$ cat src/hw/rtl/nga_pkg.sv
// Shared types and constants for the nodal gradient area averaging unit.
// Depends on nothing; every other file of the block but nga_check imports it.
`default_nettype none
package nga_pkg;

  localparam int NodeCountDef = 1024;
  localparam int NodeW        = 10;
  localparam int ValW         = 32;
  localparam int AreaW        = 48;
  localparam int SumW         = 64;
  localparam int PartW        = 50;
  localparam int MagW         = 49;
  localparam int DivSteps     = 80;

  // floor(w / 3) = (w * ceil(2^33 / 3)) >> 33 for any 32-bit w
  localparam logic [31:0] Recip3 = 32'hAAAA_AAAB;
  localparam logic [AreaW-1:0] AreaMax = {AreaW{1'b1}};

  typedef enum logic [1:0] {
    REQ_VERTEX = 2'd0,
    REQ_READ   = 2'd1,
    REQ_CLEAR  = 2'd2
  } req_t;

  typedef enum logic [1:0] {
    OP_UPDATE = 2'd0,
    OP_READ   = 2'd1,
    OP_CLEAR  = 2'd2
  } op_t;

  typedef struct packed {
    op_t                   op;
    logic [NodeW-1:0]      node;
    logic [ValW-1:0]       coef;
    logic signed [SumW-1:0] wx;
    logic signed [SumW-1:0] wy;
  } cmd_t;

  typedef struct packed {
    logic [AreaW-1:0]       area;
    logic signed [SumW-1:0] sx;
    logic signed [SumW-1:0] sy;
  } ent_t;

endpackage
`default_nettype wire

$ cat src/hw/rtl/nga_fifo.sv
// Two-entry command queue between the front and back parts.
// Depends on nga_pkg for the command type.
`default_nettype none
module nga_fifo
  import nga_pkg::*;
(
  input  wire  clk,
  input  wire  rst_n,
  input  wire  push,
  input  cmd_t push_data,
  output logic full,
  input  wire  pop,
  output cmd_t head,
  output logic empty
);

  cmd_t       mem_r [2];
  logic       wp_r, rp_r;
  logic [1:0] cnt_r;

  assign full  = (cnt_r == 2'd2);
  assign empty = (cnt_r == 2'd0);
  assign head  = mem_r[rp_r];

  always_ff @(posedge clk) begin
    if (push && !full) mem_r[wp_r] <= push_data;
  end

  always_ff @(posedge clk) begin
    if (!rst_n) begin
      wp_r  <= 1'b0;
      rp_r  <= 1'b0;
      cnt_r <= 2'd0;
    end else begin
      if (push && !full) wp_r <= ~wp_r;
      if (pop && !empty) rp_r <= ~rp_r;
      cnt_r <= cnt_r + 2'((push && !full) ? 1 : 0) - 2'((pop && !empty) ? 1 : 0);
    end
  end

endmodule
`default_nettype wire

$ cat config.mk
export PLATFORM = sky130hd
export DESIGN_NAME = nga_fifo
export DESIGN_NICKNAME = d
export VERILOG_FILES = /design/src/hw/rtl/nga_pkg.sv /design/src/hw/rtl/nga_fifo.sv
export SDC_FILE = /design/constraint.sdc
export NUM_CORES = 1
export LEC_CHECK = 0
export BUFFER_PORTS_ARGS = -buffer_cell sky130_fd_sc_hd__buf_2
export CORE_MARGIN = 5
export CORE_UTILIZATION = 31
export CTS_CLUSTER_SIZE = 10
export DETAILED_ROUTE_END_ITERATION = 10
export GPL_TIMING_DRIVEN = 0
export PLACE_DENSITY_LB_ADDON = 0.25
export SYNTH_ARGS = -nofsm -noshare
export SYNTH_HDL_FRONTEND = slang
export SYNTH_SLANG_ARGS = --single-unit
export TNS_END_PERCENT = 1
$ cat constraint.sdc
create_clock -name clk -period 30.2 [get_ports clk]
set_input_delay 6.04 -clock clk [delete_from_list [all_inputs] [get_ports clk]]
set_output_delay 6.04 -clock clk [all_outputs]
set_load 0.1 [all_outputs]
After elaboration in Yosys (flattened, before gate mapping)
Memory sizes are Yosys's and may differ from the RTL's. A register that Yosys moved wholly into a read port is not among the register bits.
Index checks and enable logic that the tools add are counted.
Widths: inputs -> output; s select.
{"block": "word_totals", "n_memories": 1, "in_bits": 176, "output_inout_bits": 174, "mem_bits_rw": 344, "ff_bits": 4, "word_cells": 20}
{"block": "op_classes", "n_reduce_logical": 5, "muxes": 6, "bitwise_logic": 2, "n_addsub": 2, "eq_ne": 1}
{"memory": "mem_r", "words": 2, "width": 172, "rd": 1, "rd_ports_with_merged_regs": 1, "wr": 1, "line_no": "nga_fifo.sv:17", "text": "cmd_t mem_r [2];"}
{"op": "$mux 1", "count": 6}
{"op": "$add 2x1->2", "count": 1}
{"op": "$eq 2x2->1 const B", "count": 1}
{"op": "$logic_and 1x1->1", "count": 2}
{"op": "$logic_not 1->1", "count": 2}
{"op": "$logic_not 2->1", "count": 1}
{"op": "$not 1->1", "count": 2}
{"op": "$sub 2x1->2", "count": 1}

Depth between registers and ports, before layout
{"block": "logic_depth", "depth_word": 6, "depth_mapped": 8, "ltp_nobuf": 8}

Worst setup path after synthesis
OpenSTA, ideal clock, no wires.
{"block": "synth_timing", "path_type": "input -> register", "start": "input push", "end": "memory mem_r[0][0] in the netlist's numbering, enable pin", "slack_ps": 16225, "t_required_ps": 29494, "n_path_buf": 0, "setup_time_ps": 706, "path_stages": 2, "arrival_ps": 13269, "path_cell_list": "nand2_1 > nor2_1"}
{"block": "synth_between", "elab_chain_len": 3}
{"element": "start, declared", "line_no": "nga_fifo.sv:9", "text": "input wire push,"}
{"element": "$logic_and 1x1->1", "line_no": "nga_fifo.sv:26", "text": "if (push && !full) mem_r[wp_r] <= push_data;"}
{"element": "$mux 1", "line_no": "nga_fifo.sv:26"}
{"element": "$mux 1 (implied by the code)", "line_no": "nga_fifo.sv:26"}
{"element": "end, declared", "line_no": "nga_fifo.sv:17"}
No other way between the ends.

==> flow_summary.ini <==
[outcome]
outcome = completed

[global_route]
antenna_found_initial = 5
grt_max_degree = 58
grt_pass1_vias = 7083
grt_pass1_wl_um = 42400
grt_overflow = 0
grt_usage = 0.119

[critical_path]
arrival_ns = 2.10
crit_fanout = 10
cp_data_required_time_ns = 24.16
startpoint_type = register
cp-end-kind = output port
critPathKind = register to output port

[cells_and_area]
nets = 1140
multi_input_comb_area_um2 = 2380
drive_gt1_frac = 0.610
mostFrequentLayoutCells = buf_2 (358), edfxtp_1 (344), mux2_2 (92)
layout_commonest_cell = buf_2
n_fill_cell = 3885
area_delta_synth_final_pct = 29.8
final_cells = 1524
finalCoreUtilization = 0.404
seq_area_um2 = 10400
post-route-cell-area_um2 = 16800

[timing]
skew_ns = 0.0129
whs_ns = 0.538
finalCritPeriodShare = 0.270
slew_headroom = 0.644
fin_ws_ns = 22.06
tightest_slew_ns = 0.537
hold_viol_final = 0
tns_ns = 0
rsz0062_at_grt = false
final.min_clock_period_ns = 8.14
fmax_mhz = 123
setup_viol = 0
report.final.slew_viol_count = 0

[yosys]
syn_avg_cell_area_um2 = 23.1
yosysUniqueCellTypes = 17
syn_nets = 738
syn_inst = 560
synth-seq-area-share = 0.805
ys_warn_count = 0
yosys.area.top_type = edfxtp_1
ys_ff_latch = 349
yosys.area.top_type_share = 0.797
syn_area_um2 = 13000
synthTopCellsByArea = edfxtp_1 (80%), mux2_4 (9.3%), mux2_2 (8.0%), buf_6 (0.87%), dfxtp_1 (0.77%)

[flow_run]
max-cap-violations = 0

[clock_tree]
cts_buffers = 41
clock-sinks = 349
insertion_delay_ns = 0.54
cts_setup_buffers = 0
clk_root_buffer_cell = clkbuf_16
ctsLongestPathBuffers = 3
h-tree-depth = 2
cts_resized = 0
clk_pin_slew_ns = 0.05
cts_tree = yes
ctsHoldBuffers = 0

[route]
first_pass_iters = 4
avgViaCountPerCell = 4.30
first_iter_violations = 341
wl_per_cell_um = 18.6
route.detailed.drc = 0
routed_wl_um = 28400
num_vias = 6554
ant_nets = 0

[pwr]
p_per_area_nw_per_um2 = 113
finalPower_mw = 1.90
p_leak_nw = 6.39
ir_drop_mv = 0.0573

[die]
die_y_um = 214
die_w_um = 214
coreArea_um2 = 41700
rows = 75
die_area_um2 = 46000
ios = 350
initial_utilization = 0.311

[worst_hold_path]
hp-class = register to register

[placed_design]
gp_congestion = 0.678
postPlaceCellArea_um2 = 15600
dp.cells = 1458
portBuffers = 349
post-place-ws_ns = 22.27
place_hpwl_um = 19900
## synth_stat cells (all sizes together)
cell type,n
nor2,2
nand2,2
edfxtp,344
nand2b,2
xnor2,3
o21a,1
and3,1
inv,2
and2,2
mux2i,1
ha,2
dfxtp,5
nor2b,2
buf,19
mux2,172
## routing by layer
metal  part of all wire  wire [um]  vias up  global-route usage
met3              0.079       2230       50              0.0456
met5            0.00046         13        -                   0
met4              0.024        678        2              0.0425
met2               0.49      13800      238               0.198
li1                   -          -     3027                   -
met1               0.41      11700     3237               0.142
## worst paths after layout
check | end | cells after the start | slack [ns] | from
hold reg to reg | wp_r | 2 | 0.54 | wp_r
hold / removal | wp_r | 2 | 0.54 | wp_r
setup / recovery | head[161] | 5 | 22.06 | register
setup reg to reg | mem_r[0][94] | 7 | 27.91 | cnt_r[0]
## cells by family after synthesis
logic type	share of synthesized area
DFF	0.805
and+or+nand+nor	0.00454
buffers and inverters	0.0127
adders and majority gates	0.00193
muxes	0.173
AOI/OAI and AO/OA	0.000579
xor gates and xnor gates	0.00203
## worst max-delay path, cell delays in order (launching register included)
cell and delay, ns:
dfxtp_1 0.32, buf_6 0.17, buf_6 0.20, buf_6 0.21, mux2_4 0.32, buf_2 0.30
## final cells by class
class                      instances  area share
antenna                            4    0.000595
buffer                            19     0.00937
clock buffer                      59      0.0675
clock inverter                     3     0.00260
inverter                           2    0.000446
multi-input combinational        190       0.141
sequential                       349       0.620
tap                              539      0.0401
timing repair buffer             359       0.118
## flip-flops by register name, indices dropped and copies added (netlist names), named ones only
signal,flops
mem_r,344
rp_r,1
wp_r,1
cnt_r,2
## power breakdown
group | internal, mW | switching, mW
clock network | 0.266 | 0.179
logic | 0.173 | 0.664
registers | 0.608 | 0.0132
(Power assumes the default switching activity.)
